--- config.mk ---
export PLATFORM = sky130hd
export DESIGN_NAME = mexp_seq
export DESIGN_NICKNAME = d
export VERILOG_FILES = /design/src/mexp_pkg.sv /design/src/mexp_seq.sv
export SDC_FILE = /design/constraint.sdc
export NUM_CORES = 1
export LEC_CHECK = 0
export BUFFER_PORTS_ARGS = -buffer_cell sky130_fd_sc_hd__buf_2
export CAP_MARGIN = 20
export CORE_AREA = 2 2 39 41
export DETAILED_ROUTE_END_ITERATION = 10
export DIE_AREA = 0 0 41 43
export PLACE_DENSITY = 0.66
export SETUP_SLACK_MARGIN = 0.15
export SYNTH_ARGS = -nofsm -noshare
export SYNTH_HDL_FRONTEND = slang
export SYNTH_SLANG_ARGS = --single-unit
export TNS_END_PERCENT = 50
--- constraint.sdc ---
create_clock -name i_clk -period 2 [get_ports i_clk]
set_input_delay 0.1 -clock i_clk [delete_from_list [all_inputs] [get_ports i_clk]]
set_output_delay 0.1 -clock i_clk [all_outputs]
set_load 0.005 [all_outputs]
--- src/mexp_pkg.sv ---
// Shared constants, microcode types and the control store of the modular exponentiation core.
`default_nettype none
package mexp_pkg;

    // Field widths of the external ports
    localparam int MOD_BITS_DEF = 31;
    localparam int BASE_W       = 32;
    localparam int EXP_W        = 31;
    localparam int POWER_W      = 31;
    localparam int CFG_DATA_W   = 31;
    localparam int CFG_IDX_W    = 2;

    // Configuration register indexes
    localparam logic [CFG_IDX_W-1:0] REG_MODULUS  = 2'd0;
    localparam logic [CFG_IDX_W-1:0] REG_EXPONENT = 2'd1;

    // Control store addressing
    localparam int STEP_W = 3;
    typedef logic [STEP_W-1:0] t_step;

    localparam t_step ST_TAKE     = 3'd0;
    localparam t_step ST_RED_BASE = 3'd1;
    localparam t_step ST_BASE_WR  = 3'd2;
    localparam t_step ST_TEST     = 3'd3;
    localparam t_step ST_MUL      = 3'd4;
    localparam t_step ST_MUL_WR   = 3'd5;
    localparam t_step ST_EMIT     = 3'd6;

    // Datapath operation of one step
    typedef enum logic [2:0] {
        OP_NONE,
        OP_TAKE,
        OP_RED_BASE,
        OP_BASE_WR,
        OP_MUL,
        OP_MUL_WR,
        OP_EMIT
    } t_op;

    // Branch condition: true jumps to target; false holds the step, except
    // C_EXP_ZERO, which falls through to the next step.
    typedef enum logic [2:0] {
        C_ALWAYS,
        C_IN_WORD,
        C_RED_DONE,
        C_EXP_ZERO,
        C_OUT_FREE
    } t_cond;

    typedef struct packed {
        t_op   op;
        t_cond cond;
        t_step target;
    } t_uword;

    // Datapath status seen by the sequencer
    typedef struct packed {
        logic in_word;
        logic red_done;
        logic exp_zero;
        logic out_free;
    } t_seq_status;

    function automatic t_uword ucode(input t_step step);
        t_uword w;
        case (step)
            ST_TAKE:     w = '{op: OP_TAKE,     cond: C_IN_WORD,  target: ST_RED_BASE};
            ST_RED_BASE: w = '{op: OP_RED_BASE, cond: C_ALWAYS,   target: ST_BASE_WR};
            ST_BASE_WR:  w = '{op: OP_BASE_WR,  cond: C_RED_DONE, target: ST_TEST};
            ST_TEST:     w = '{op: OP_NONE,     cond: C_EXP_ZERO, target: ST_EMIT};
            ST_MUL:      w = '{op: OP_MUL,      cond: C_ALWAYS,   target: ST_MUL_WR};
            ST_MUL_WR:   w = '{op: OP_MUL_WR,   cond: C_RED_DONE, target: ST_TEST};
            ST_EMIT:     w = '{op: OP_EMIT,     cond: C_OUT_FREE, target: ST_TAKE};
            default:     w = '{op: OP_NONE,     cond: C_ALWAYS,   target: ST_TAKE};
        endcase
        return w;
    endfunction

endpackage
`default_nettype wire

--- src/mexp_seq.sv ---
// Microcode sequencer: step counter, control store lookup and conditional jumps.
`default_nettype none
module mexp_seq
    import mexp_pkg::*;
(
    input  wire logic        i_clk,
    input  wire logic        i_rst_n,
    input  wire t_seq_status i_status,
    output t_uword           o_uword
);

    t_step  r_pc;
    t_step  n_pc;
    t_uword w_uword;

    assign w_uword = ucode(r_pc);

    always_comb begin
        n_pc = r_pc;
        case (w_uword.cond)
            C_ALWAYS:   n_pc = w_uword.target;
            C_IN_WORD:  n_pc = i_status.in_word  ? w_uword.target : r_pc;
            C_RED_DONE: n_pc = i_status.red_done ? w_uword.target : r_pc;
            C_EXP_ZERO: n_pc = i_status.exp_zero ? w_uword.target : r_pc + t_step'(1);
            C_OUT_FREE: n_pc = i_status.out_free ? w_uword.target : r_pc;
            default:    n_pc = ST_TAKE;
        endcase
    end

    always_ff @(posedge i_clk) begin
        if (!i_rst_n) begin
            r_pc <= ST_TAKE;
        end else begin
            r_pc <= n_pc;
        end
    end

    assign o_uword = w_uword;

endmodule
`default_nettype wire

== After elaboration in Yosys (flattened, before gate mapping) ==
Cells that the tools add are included.

* Bits in registers: 3
* Input bits: 6
* Logic and storage cells: 24

* Add/subtract/negate cells: 1
* Equal/unequal tests: 13
* Mux-type cells: 6
* Reduce and logical (&&, ||, !) cells: 3

{| class="wikitable"
|+ Operator list
! kind !! count
|-
| one-hot mux 9 bit (7 select lines) || 1
|-
| one-hot mux 3 bit (5 select lines) || 1
|-
| equality test 3 x 2 -> 1 bit (second input constant) || 4
|-
| equality test 3 bit (second input constant) || 4
|-
| 2-to-1 mux 3 bit || 4
|-
| equality test 3 x 1 -> 1 bit (second input constant) || 2
|-
| zero test 3 bit || 2
|-
| != test 2 bit (second input constant) || 3
|-
| adder 3 x 1 -> 3 bit (second input constant) || 1
|-
| AND reduction 3 bit || 1
|}

== Logic depth before layout (Yosys ltp) ==
* Word-level depth: 5
* Depth in mapped cells: 8

== Worst setup path after synthesis ==
Ideal clock, no wire load.

* Path kind: reg2reg
* Start point: register r_pc[1]
* End point: register r_pc[1]
* Arrival: 1.588 ns
* Path slack: 0.324 ns
* Stages on the path, launching flop included: 7
* Buffers on the path: 1
* Period minus slack after synthesis: 1.676 ns
* Path through: dfxtp_1 > ha_1 > ha_1 > clkbuf_2 > a31oi_1 > or4b_1 > a311oi_2

* Cells in the longest elaborated chain, start to end: 5
* Elaborated cells between the ends (all ways): 23
* Classes of those cells: add/sub (1); eq/ne (13); mux (6); reduce/logical (3)

{| class="wikitable"
|+ Ends and longest elaborated chain
! what !! RTL line !! text
|-
| start: declaration || mexp_seq.sv:12 || <nowiki>t_step r_pc;</nowiki>
|-
| start signal: assignment || mexp_seq.sv:34 || <nowiki>r_pc <= n_pc;</nowiki>
|-
| equality test 3 bit, or another cell as far along || mexp_pkg.sv:66 || <nowiki>case (step)</nowiki>
|-
| one-hot mux 9 bit (7 select lines) || mexp_pkg.sv:66 ||
|-
| equality test 3 x 1 -> 1 bit, or another cell as far along || mexp_seq.sv:20 || <nowiki>case (w_uword.cond)</nowiki>
|-
| != test 2 bit (no line) || -- ||
|-
| AND reduction 3 bit (no line) || -- ||
|}

Several ways; a longest one is shown, not always the timed one. The select of a mux whose other input is x is not followed.
A chain may end at the register's enable or synchronous reset.

==> results.tsv <==
metric	value	unit
cts.sinks	3	
start_util	0.308	
setup_viol	0	
cts_tree	yes	
cts_max_path_buffers	2	
critical_path_class	reg2out	
cpMaxStageDelayCell	or3_1	
hold_buffers	0	
setup_tns	0	ns
dp_hpwl	699	um
final_area	551	um^2
drv_slew	0	
reg2reg_from	r_pc[0]	
required	1.90	ns
placementRows	14	
clkTransAtPathRegs	0.04	ns
routedWlPerCell	11.0	um
antenna_found_initial	0	
r2r_slack	0.30	ns
drive_above_1_share	0.403	
syn_inst	57	
diodes	0	
largest_register	r_pc	
end_kind	primary output	
rsz0062_at_grt	false	
die_w	41	um
start_kind	register	
cp_top_family	adder cells	
relSlewSlack	0.804	
core_area	0.00138	mm^2
io_pins	15	
cts_max_level	1	
finClkSkew	0.00191	ns
crit_chain	ha_1, ha_4, or3_1, a21oi_2, nor2_1, buf_2	
synth_top_area_cell	ha_1	
syn-num-nets	68	
avgSynthCellArea	7.49	um^2
cpPeakStageDelay	0.38	ns
io_buffer_count	14	
synth.ff_latch_count	3	
biggestRegsByFlops	r_pc (3)	
gp_congestion	0.812	
status	completed	
synth.cell_area	427	um^2
cts-buffers-inserted	3	
vias	438	
cellPowerDensity	1410	mW/mm^2
root_buffer	clkbuf_4	
placed_cell_area	498	um^2
routed_wl	967	um
ys_types	28	
die_y	43	um
ant_nets	0	
hold_class	in2reg	
min_from	i_rst_n	
timing.rr.end	r_pc[0]	
drv_cap	0	
worst_pin_slew	0.295	ns
dr.first_iter.drc_count	4	
multi_input_area	327	um^2
clk_latency	0.24	ns
timing.final.crit_share	0.906	
cp_data_arrival_time	1.71	ns
dr.pass1.iters	4	
grt_usage	0.119	
post_drt_via_cell_ratio	4.98	
hold-path-endpoint	r_pc[0]	
fmax	0.552	GHz
finish.net_count	84	
critPathBufInv	1	
worstPathMaxFanout	9	
vdd_drop_max	0.530	mV
synth.top_cell.area_share	0.147	
layout-area-overhead-vs-synth	29.0	%
synth_area_leaders	ha_1, dfxtp_1, nor3b_1	
grt_pass1_vias	382	
synth-seq-area-share	0.141	
largest_register_ffs	3	
die_area	0.00176	mm^2
rr_worst_depth	7	
seqCellArea	65.1	um^2
grt_pass1_wl	1.46	mm
n_fill_cell	149	
grt.overflow.total	0	
hold_depth	3	
finalHoldViolCount	0	
drc_errors	0	
ys_warn_count	0	
final.min_clock_period	1.81	ns
leakage	0.280	nW
grt_max_degree	10	
-- area by class of cell --
| cell class | count | area share |
|---|---|---|
| Clock buffer | 4 | 0.0477 |
| Sequential cell | 3 | 0.118 |
| Inverter | 6 | 0.0500 |
| Multi-Input combinational cell | 43 | 0.593 |
| Timing Repair Buffer | 16 | 0.155 |
| Tap cell | 16 | 0.0364 |
-- synth_stat cells (all sizes together) --
cell	n
inv	5
clkinv	1
a211o	1
buf	4
a31oi	2
nor3	1
a21oi	3
a311oi	1
mux2i	2
o21ai	2
nand2	5
and2	2
clkbuf	1
nor2b	2
a21o	3
dfxtp	3
or3	1
o221ai	2
nor2	5
or4b	1
ha	5
nand3	1
nor3b	4
-- worst max path at each step --
stage	start	endpoint	slack [ns]	cells after the start
after floorplan	r_pc[1]	r_pc[1]	0.32	6
after detailed placement	r_pc[1]	r_pc[1]	0.20	5
after CTS	r_pc[0]	o_uword[6]	0.17	7
after global placement	r_pc[1]	r_pc[1]	0.21	5
after global routing	r_pc[0]	o_uword[6]	0.15	7
final	r_pc[0]	o_uword[6]	0.19	6
-- worst reg2reg max path: stages, from the launching register on --
cell,delay (ns)
dfxtp_4,0.35
inv_1,0.07
ha_2,0.21
buf_4,0.16
nor3b_1,0.13
o21ai_0,0.26
and2_1,0.24
mux2i_1,0.19
-- cells in the final DEF, fill, tap and decap left out, types with 2 or more instances in the layout --
cell      synthesis  final
mux2i_1           2      2
nor2_1            5      5
a21oi_1           3      2
buf_4             1      2
nand2_1           4      4
nor3b_1           4      4
clkbuf_4          0      3
a31oi_1           2      2
a21o_1            3      3
o221ai_1          2      2
inv_1             4      4
buf_2             2     14
nor2b_1           2      2
ha_1              5      2
ha_2              0      2
and2_1            2      2
-- cell families after synthesis --
logic type,after synthesis,share of synthesized area
AO/OA/AOI/OAI,14,0.237
flip-flops,3,0.141
buffers and inverters,11,0.144
adder cells (fa/ha/maj),5,0.147
multiplexers,2,0.0469
AND/OR/NAND/NOR,22,0.284
-- power by group --
| group | leakage (nW) | total, W | switching [W] | internal, W |
|---|---|---|---|---|
| Sequential | 0.0256 | 0.000116 | 0.0000265 | 0.0000896 |
| Combinational | 0.240 | 0.000552 | 0.000279 | 0.000272 |
| Clock | 0.0150 | 0.000109 | 0.0000339 | 0.0000749 |
| Total | 0.280 | 0.000777 | 0.000340 | 0.000437 |
-- metal layers --
metal	vias to the layer above	share of wire	global-route usage
met5	-	0	0
met4	0	0.012	0.0800
met3	2	0.047	0.0157
met2	10	0.50	0.181
met1	195	0.44	0.147
li1	231	-	-
-- metrics by stage --
stage          total power, W  instances   util  hold slack (ns)  setup WS, ns
2_1_floorplan        0.000488         57      -            0.242         0.324
3_3_place_gp         0.000623         84  0.360            0.374         0.210
3_5_place_dp         0.000625         84  0.360            0.381         0.202
4_1_cts              0.000751         88  0.383            0.126         0.165
5_1_grt              0.000846         88  0.398            0.153         0.146
6_report             0.000777         88  0.398            0.131         0.187
-- what timing repair did --
item                                    CTS  global route
setup buffers                             0             0
pin swaps                                 0             0
endpoints found under the setup margin    1             1
cloned                                    0             0
resized for setup                         3             5
Power figures use the tool's default switching activity.
