File: src/mexp_pkg.sv
// Shared constants, microcode types and the control store of the modular exponentiation core.
`default_nettype none
package mexp_pkg;

    // Field widths of the external ports
    localparam int MOD_BITS_DEF = 31;
    localparam int BASE_W       = 32;
    localparam int EXP_W        = 31;
    localparam int POWER_W      = 31;
    localparam int CFG_DATA_W   = 31;
    localparam int CFG_IDX_W    = 2;

    // Configuration register indexes
    localparam logic [CFG_IDX_W-1:0] REG_MODULUS  = 2'd0;
    localparam logic [CFG_IDX_W-1:0] REG_EXPONENT = 2'd1;

    // Control store addressing
    localparam int STEP_W = 3;
    typedef logic [STEP_W-1:0] t_step;

    localparam t_step ST_TAKE     = 3'd0;
    localparam t_step ST_RED_BASE = 3'd1;
    localparam t_step ST_BASE_WR  = 3'd2;
    localparam t_step ST_TEST     = 3'd3;
    localparam t_step ST_MUL      = 3'd4;
    localparam t_step ST_MUL_WR   = 3'd5;
    localparam t_step ST_EMIT     = 3'd6;

    // Datapath operation of one step
    typedef enum logic [2:0] {
        OP_NONE,
        OP_TAKE,
        OP_RED_BASE,
        OP_BASE_WR,
        OP_MUL,
        OP_MUL_WR,
        OP_EMIT
    } t_op;

    // Branch condition: true jumps to target; false holds the step, except
    // C_EXP_ZERO, which falls through to the next step.
    typedef enum logic [2:0] {
        C_ALWAYS,
        C_IN_WORD,
        C_RED_DONE,
        C_EXP_ZERO,
        C_OUT_FREE
    } t_cond;

    typedef struct packed {
        t_op   op;
        t_cond cond;
        t_step target;
    } t_uword;

    // Datapath status seen by the sequencer
    typedef struct packed {
        logic in_word;
        logic red_done;
        logic exp_zero;
        logic out_free;
    } t_seq_status;

    function automatic t_uword ucode(input t_step step);
        t_uword w;
        case (step)
            ST_TAKE:     w = '{op: OP_TAKE,     cond: C_IN_WORD,  target: ST_RED_BASE};
            ST_RED_BASE: w = '{op: OP_RED_BASE, cond: C_ALWAYS,   target: ST_BASE_WR};
            ST_BASE_WR:  w = '{op: OP_BASE_WR,  cond: C_RED_DONE, target: ST_TEST};
            ST_TEST:     w = '{op: OP_NONE,     cond: C_EXP_ZERO, target: ST_EMIT};
            ST_MUL:      w = '{op: OP_MUL,      cond: C_ALWAYS,   target: ST_MUL_WR};
            ST_MUL_WR:   w = '{op: OP_MUL_WR,   cond: C_RED_DONE, target: ST_TEST};
            ST_EMIT:     w = '{op: OP_EMIT,     cond: C_OUT_FREE, target: ST_TAKE};
            default:     w = '{op: OP_NONE,     cond: C_ALWAYS,   target: ST_TAKE};
        endcase
        return w;
    endfunction

endpackage
`default_nettype wire

File: src/mexp_modmul.sv
// Modular multiplier: one registered multiply (or a raw word), then bit-serial restoring remainder.
`default_nettype none
module mexp_modmul
    import mexp_pkg::*;
#(
    parameter int MOD_BITS = MOD_BITS_DEF
) (
    input  wire logic                i_clk,
    input  wire logic                i_rst_n,
    input  wire logic                i_start,
    input  wire logic                i_load_raw,
    input  wire logic [BASE_W-1:0]   i_raw,
    input  wire logic [MOD_BITS-1:0] i_a,
    input  wire logic [MOD_BITS-1:0] i_b,
    input  wire logic [MOD_BITS-1:0] i_m,
    output logic                     o_done,
    output logic [MOD_BITS-1:0]      o_rem
);

    localparam int DW    = (2 * MOD_BITS > BASE_W) ? 2 * MOD_BITS : BASE_W;
    localparam int CNT_W = $clog2(DW + 1);

    logic [DW-1:0]         r_div;
    logic [MOD_BITS-1:0]   r_rem;
    logic [CNT_W-1:0]      r_cnt;
    logic                  r_busy;
    logic                  r_done;

    logic [2*MOD_BITS-1:0] w_prod;
    logic [MOD_BITS:0]     w_shift;
    logic [MOD_BITS:0]     w_sub;
    logic                  w_ge;
    logic [MOD_BITS-1:0]   n_rem;

    assign w_prod  = {{MOD_BITS{1'b0}}, i_a} * {{MOD_BITS{1'b0}}, i_b};
    // bring in the next dividend bit, subtract the modulus when it fits
    assign w_shift = {r_rem, r_div[DW-1]};
    assign w_sub   = w_shift - {1'b0, i_m};
    assign w_ge    = w_shift >= {1'b0, i_m};
    assign n_rem   = w_ge ? w_sub[MOD_BITS-1:0] : w_shift[MOD_BITS-1:0];

    always_ff @(posedge i_clk) begin
        if (!i_rst_n) begin
            r_busy <= 1'b0;
            r_done <= 1'b0;
            r_cnt  <= '0;
        end else begin
            r_done <= 1'b0;
            if (i_start) begin
                r_busy <= 1'b1;
                r_cnt  <= CNT_W'(DW);
            end else if (r_busy) begin
                r_cnt <= r_cnt - CNT_W'(1);
                if (r_cnt == CNT_W'(1)) begin
                    r_busy <= 1'b0;
                    r_done <= 1'b1;
                end
            end
        end
    end

    always_ff @(posedge i_clk) begin
        if (i_start) begin
            r_rem <= '0;
            r_div <= i_load_raw ? DW'(i_raw) : DW'(w_prod);
        end else if (r_busy) begin
            r_rem <= n_rem;
            r_div <= r_div << 1;
        end
    end

    assign o_done = r_done;
    assign o_rem  = r_rem;

endmodule
`default_nettype wire

File: config.mk
export PLATFORM = sky130hd
export DESIGN_NAME = mexp_modmul
export DESIGN_NICKNAME = d
export VERILOG_FILES = /design/src/mexp_pkg.sv /design/src/mexp_modmul.sv
export SDC_FILE = /design/constraint.sdc
export NUM_CORES = 2
export LEC_CHECK = 0
export ABC_AREA = 1
export BUFFER_PORTS_ARGS = -buffer_cell sky130_fd_sc_hd__buf_2
export CAP_MARGIN = 15
export CORE_ASPECT_RATIO = 0.9
export CORE_MARGIN = 3
export CORE_UTILIZATION = 37
export CTS_CLUSTER_DIAMETER = 150
export DETAILED_ROUTE_END_ITERATION = 12
export GPL_TIMING_DRIVEN = 0
export PLACE_DENSITY_LB_ADDON = 0.1
export SETUP_SLACK_MARGIN = 0.2
export SLEW_MARGIN = 0
export SYNTH_ARGS = -nofsm -noshare
export SYNTH_HDL_FRONTEND = slang
export SYNTH_SLANG_ARGS = --single-unit
File: constraint.sdc
create_clock -name i_clk -period 14.55 [get_ports i_clk]
set_input_delay 2.91 -clock i_clk [delete_from_list [all_inputs] [get_ports i_clk]]
set_output_delay 2.91 -clock i_clk [all_outputs]
set_load 0.02 [all_outputs]
Word-level counts from Yosys, hierarchy flattened
Index checks and enable logic that the tools add are counted.
- $add $sub $neg: 2
- multiply operators: 1
- $lt $le $gt $ge: 1
- eq/ne operators: 1
- mux-type cells: 10
- bitwise gates (word level): 2
- reductions and logical operators: 3
- operator list (cell ; count):
    62-bit two-way mux ; 3
    31-bit by 31-bit multiplier with 62-bit output ; 1
    32-bit by 31-bit greater-or-equal comparator with 1-bit output ; 1
    31-bit two-way mux ; 1
    31-bit subtractor ; 1
    6-bit two-way mux ; 2
    6-bit by 1-bit == test with 1-bit output, second input constant ; 1
    6-bit by 1-bit subtractor with 6-bit output, second input constant ; 1
    1-bit two-way mux ; 4
    3-bit OR reduction ; 1
    1-bit inverter ; 2
    2-bit nonzero test ; 1
    2-bit OR reduction ; 1
- register bits after elaboration: 101
- input bits: 129
- output and inout bits: 32
- word-level logic and storage cells: 26

Depth between registers and ports, before layout
- depth in word-level cells: 4
- gate-level depth with buffers: 31
- depth with buffers taken out: 30

Least setup slack after synthesis
Ideal clock, no wire load.
- kind: input to register
- from: in i_a[29]
- to: reg r_div[53] (data pin)
- setup time: 0.254 ns
- arrival: 8.610 ns
- required time: 14.296 ns
- slack: 5.686 ns
- stages: 27
- path buffers: 1
- cells stage by stage: clkbuf_1 > nand2_1 > fa_1 > inv_1 > fa_1 > fa_1 > inv_1 > fa_1 > inv_1 > fa_1 > fa_1 > fa_1 > inv_1 > fa_1 > inv_1 > ha_1 > nand2_1 > nor2_1 > inv_1 > nor2_1 > nand2_1 > nor3_1 > nand2_1 > nand2_1 > nand2_1 > nand3_1 > nand2_1
- longest elaborated chain between the ends: 3
- RTL lines (item ; RTL line ; RTL):
    from (decl) ; mexp_modmul.sv:13 ; input wire logic [MOD_BITS-1:0] i_a,
    31-bit by 31-bit multiplier with 62-bit output ; mexp_modmul.sv:35 ; assign w_prod = {{MOD_BITS{1'b0}}, i_a} * {{MOD_BITS{1'b0}}, i_b};
    62-bit two-way mux ; mexp_modmul.sv:65 ; r_div <= i_load_raw ? DW'(i_raw) : DW'(w_prod);
    62-bit two-way mux ; mexp_modmul.sv:63 ; if (i_start) begin
    to (signal assigned) ; mexp_modmul.sv:65 ;
    to (signal assigned) ; mexp_modmul.sv:68 ; r_div <= r_div << 1;
    to (decl) ; mexp_modmul.sv:23 ; logic [DW-1:0] r_div;
Every way passes these cells.
A chain may end at the register's enable or synchronous reset.

Final worst setup path
- from: in i_a[13]
- to: reg r_div[54] (data pin)
The elaborated chain is that of the path after synthesis.

==> impl_metrics.json <==
{
  "multi_input_area_um2": 30600,
  "ff2ff_path_depth": 16,
  "hold_violations": 0,
  "dp_hpwl_um": 136000,
  "crit_type": "primary input to flip-flop",
  "ant_nets": 0,
  "worst_pin_slew_ns": 1.30,
  "rsz0062_at_grt": "no",
  "gp_congestion": 0.947,
  "synthTopCellsByArea": "fa_1, nand2_1, inv_1",
  "status": "completed",
  "dieArea_um2": 114000,
  "skew_ns": 0.0162,
  "cts_setup_buffers": 0,
  "synth_top_area_share_pct": 41.3,
  "hold_path.class": "flip-flop to flip-flop",
  "grt_max_degree": 64,
  "relSlewSlack_pct": 13.2,
  "top_layer_used": "met4",
  "regArea_um2": 2640,
  "reg2reg_slack_ns": 12.01,
  "fin_crit_ns": 10.61,
  "grt-ovfl-total": 0,
  "drtPass1Iterations": 5,
  "wl_met1_um": 70000,
  "grt_use_total_pct": 27.7,
  "port_buffers": 159,
  "grt_pass1_wl_um": 230000,
  "drive_gt1_share_pct": 3.92,
  "yosysTopAreaCell": "fa_1",
  "fin_crit_sh_pct": 72.9,
  "place_inst": 7274,
  "numCtsBuffers": 9,
  "worstReg2RegEnd": "o_rem[22]",
  "dieHeight_um": 320,
  "slew_violations": 0,
  "syn_area_um2": 40600,
  "final_nets": 7091,
  "yosysSeqAreaShare_pct": 6.51,
  "viasPerCell": 4.84,
  "cts_tree": "yes",
  "r2r-start": "r_div[61]",
  "fmax_mhz": 94.3,
  "synth-edff-count": 62,
  "postSynth.topFlopCell": "edfxtp_1",
  "min_from": "o_rem[25]",
  "wl_met2_um": 70500,
  "clock_latency_ns": 0.38,
  "fillers": 11800,
  "clockBufferDepth": 2,
  "yosys_warnings": 0,
  "die_x_um": 355,
  "wl_per_cell_um": 21.5,
  "start_util_pct": 37.5,
  "cp-end-kind": "flip-flop",
  "clkTransAtPathRegs_ns": 0.08,
  "drc": 0,
  "routed_wl_um": 157000,
  "synthArstFlopShare_pct": 0,
  "start_kind": "primary input",
  "postCtsHoldBufs": 0,
  "cp_max_fo": 10,
  "core_area_um2": 108000,
  "htree_levels": 3,
  "rows": 114,
  "ios": 161,
  "antenna_found_initial": 8,
  "clock_sinks": 101,
  "crit_arrival_ns": 10.74,
  "grt_pass1_vias": 35100,
  "required_ns": 14.68,
  "cts-root-buf": "clkbuf_16",
  "syn_avg_cell_area_um2": 7.17,
  "setup-tns-final_ns": 0,
  "critPathCapture": "r_div[54]",
  "synth_nets": 6913,
  "ys_seq_elements": 101,
  "area_growth_pct": 7.55,
  "synthCells": 5658,
  "postCtsResizedCells": 0,
  "synth.distinct_cells": 42,
  "drt_iter0_markers": 3243,
  "layoutNonFillerInstCount": 7292,
  "crit_start": "i_a[13]",
  "vias": 35300,
  "cap_violations": 0,
  "met3_length_um": 11900,
  "setup_viol": 0
}
metal layers:
metal	up-vias	track usage [%]
li1	16300	-
met3	170	3.93
met2	1216	43.8
met4	0	7.01
met1	17600	40.0
met5	-	0
logic make-up (layout without fill, tap and decap cells):
kind of cell	after synthesis	count (layout)	synth area share, %
flip-flops	101	101	6.51
other	0	1	0
XOR/XNOR	20	20	0.432
adder cells (fa/ha/maj)	1126	1126	50.2
AND/OR/NAND/NOR	2333	2333	22.9
AO/OA/AOI/OAI	142	142	1.88
buffers and inverters	1936	2119	18.0
worst max-delay path: stages:
cell and delay, ns:
buf_2 0.22, clkbuf_1 0.96, nand2_1 0.11, inv_1 0.12
fa_1 0.41, fa_1 0.49, fa_1 0.51, inv_1 0.05
fa_1 0.48, inv_1 0.06, fa_1 0.50, inv_1 0.05
fa_1 0.53, inv_1 0.05, fa_1 0.57, fa_1 0.52
ha_1 0.52, nand2_1 0.12, inv_1 0.09, nand2_1 0.07
nor2_1 0.37, nand4_1 0.20, nand3_1 0.28, nand2_1 0.21
nand2_1 0.11, nand2_1 0.05, nand3_1 0.09, nand2_1 0.06
cells in the final DEF (no fill, tap or decap), drive strengths merged, types with 8 or more instances in the layout:
cell type / n
clkbuf: 215
fa: 838
nand3: 220
ha: 288
or2: 8
nor3: 20
nand3b: 17
dfxtp: 39
nand2: 1861
inv: 1721
a21oi: 72
buf: 183
edfxtp: 62
xnor2: 13
nor2: 176
nand4: 22
o21ai: 55
cells in the mapped netlist (2+ instances only):
cell,number
and3_1,2
nand4_1,22
nor2_1,172
o21ai_1,12
nor4_1,2
xor2_1,7
nand3_1,213
nand2_4,2
and2_1,5
clkbuf_1,205
buf_6,4
inv_1,1711
nand2_1,1855
dfxtp_1,39
o21ai_0,43
o21bai_1,5
buf_2,9
fa_1,838
inv_2,4
buf_1,2
ha_1,288
o211ai_1,4
nor3_1,19
nand2_2,4
o21a_1,2
or2_2,7
edfxtp_1,62
a21oi_1,70
xnor2_1,13
nor2_2,3
nand3b_1,17
nand3_2,7
cell type report:
cell class | instances | share of cell area, %
multi-input combinational | 3621 | 70.2
clock buffer | 10 | 0.573
buffer | 221 | 2.01
sequential | 101 | 6.06
clock inverter | 6 | 0.126
inverter | 1715 | 14.8
timing repair buffer | 167 | 2.15
tap | 1450 | 4.16
antenna | 1 | 0.00573
sequential cells by signal, summed over array words and instances, names as in the netlist:
signal and cells:
o_rem 31, r_cnt 6, r_div 62, r_busy 1, o_done 1
how the worst min path moves through the flow:
stage / to / slack (ns) / cells after the start
6_report: o_rem[25] / 0.50 / 2
3_3_place_gp: o_rem[25] / 0.47 / 2
4_1_cts: o_rem[25] / 0.49 / 2
2_1_floorplan: r_cnt[4] / 0.48 / 2
5_1_grt: o_rem[25] / 0.50 / 2
3_5_place_dp: o_rem[25] / 0.48 / 2
through the flow:
| step | instance area (um^2) | utilization (%) | setup WS (ns) | hold slack, ns |
|---|---|---|---|---|
| 2_1_floorplan | 40600 | - | 5.69 | 0.477 |
| 3_3_place_gp | 43200 | 39.9 | 3.88 | 0.474 |
| 3_5_place_dp | 43300 | 40.1 | 3.86 | 0.478 |
| 4_1_cts | 43600 | 40.3 | 4.23 | 0.492 |
| 5_1_grt | 43600 | 40.4 | 3.83 | 0.497 |
| 6_report | 43600 | 40.4 | 3.94 | 0.497 |
Power is not shown: default switching activity piles up to over one toggle a cycle in this logic, so the estimate is an artifact.
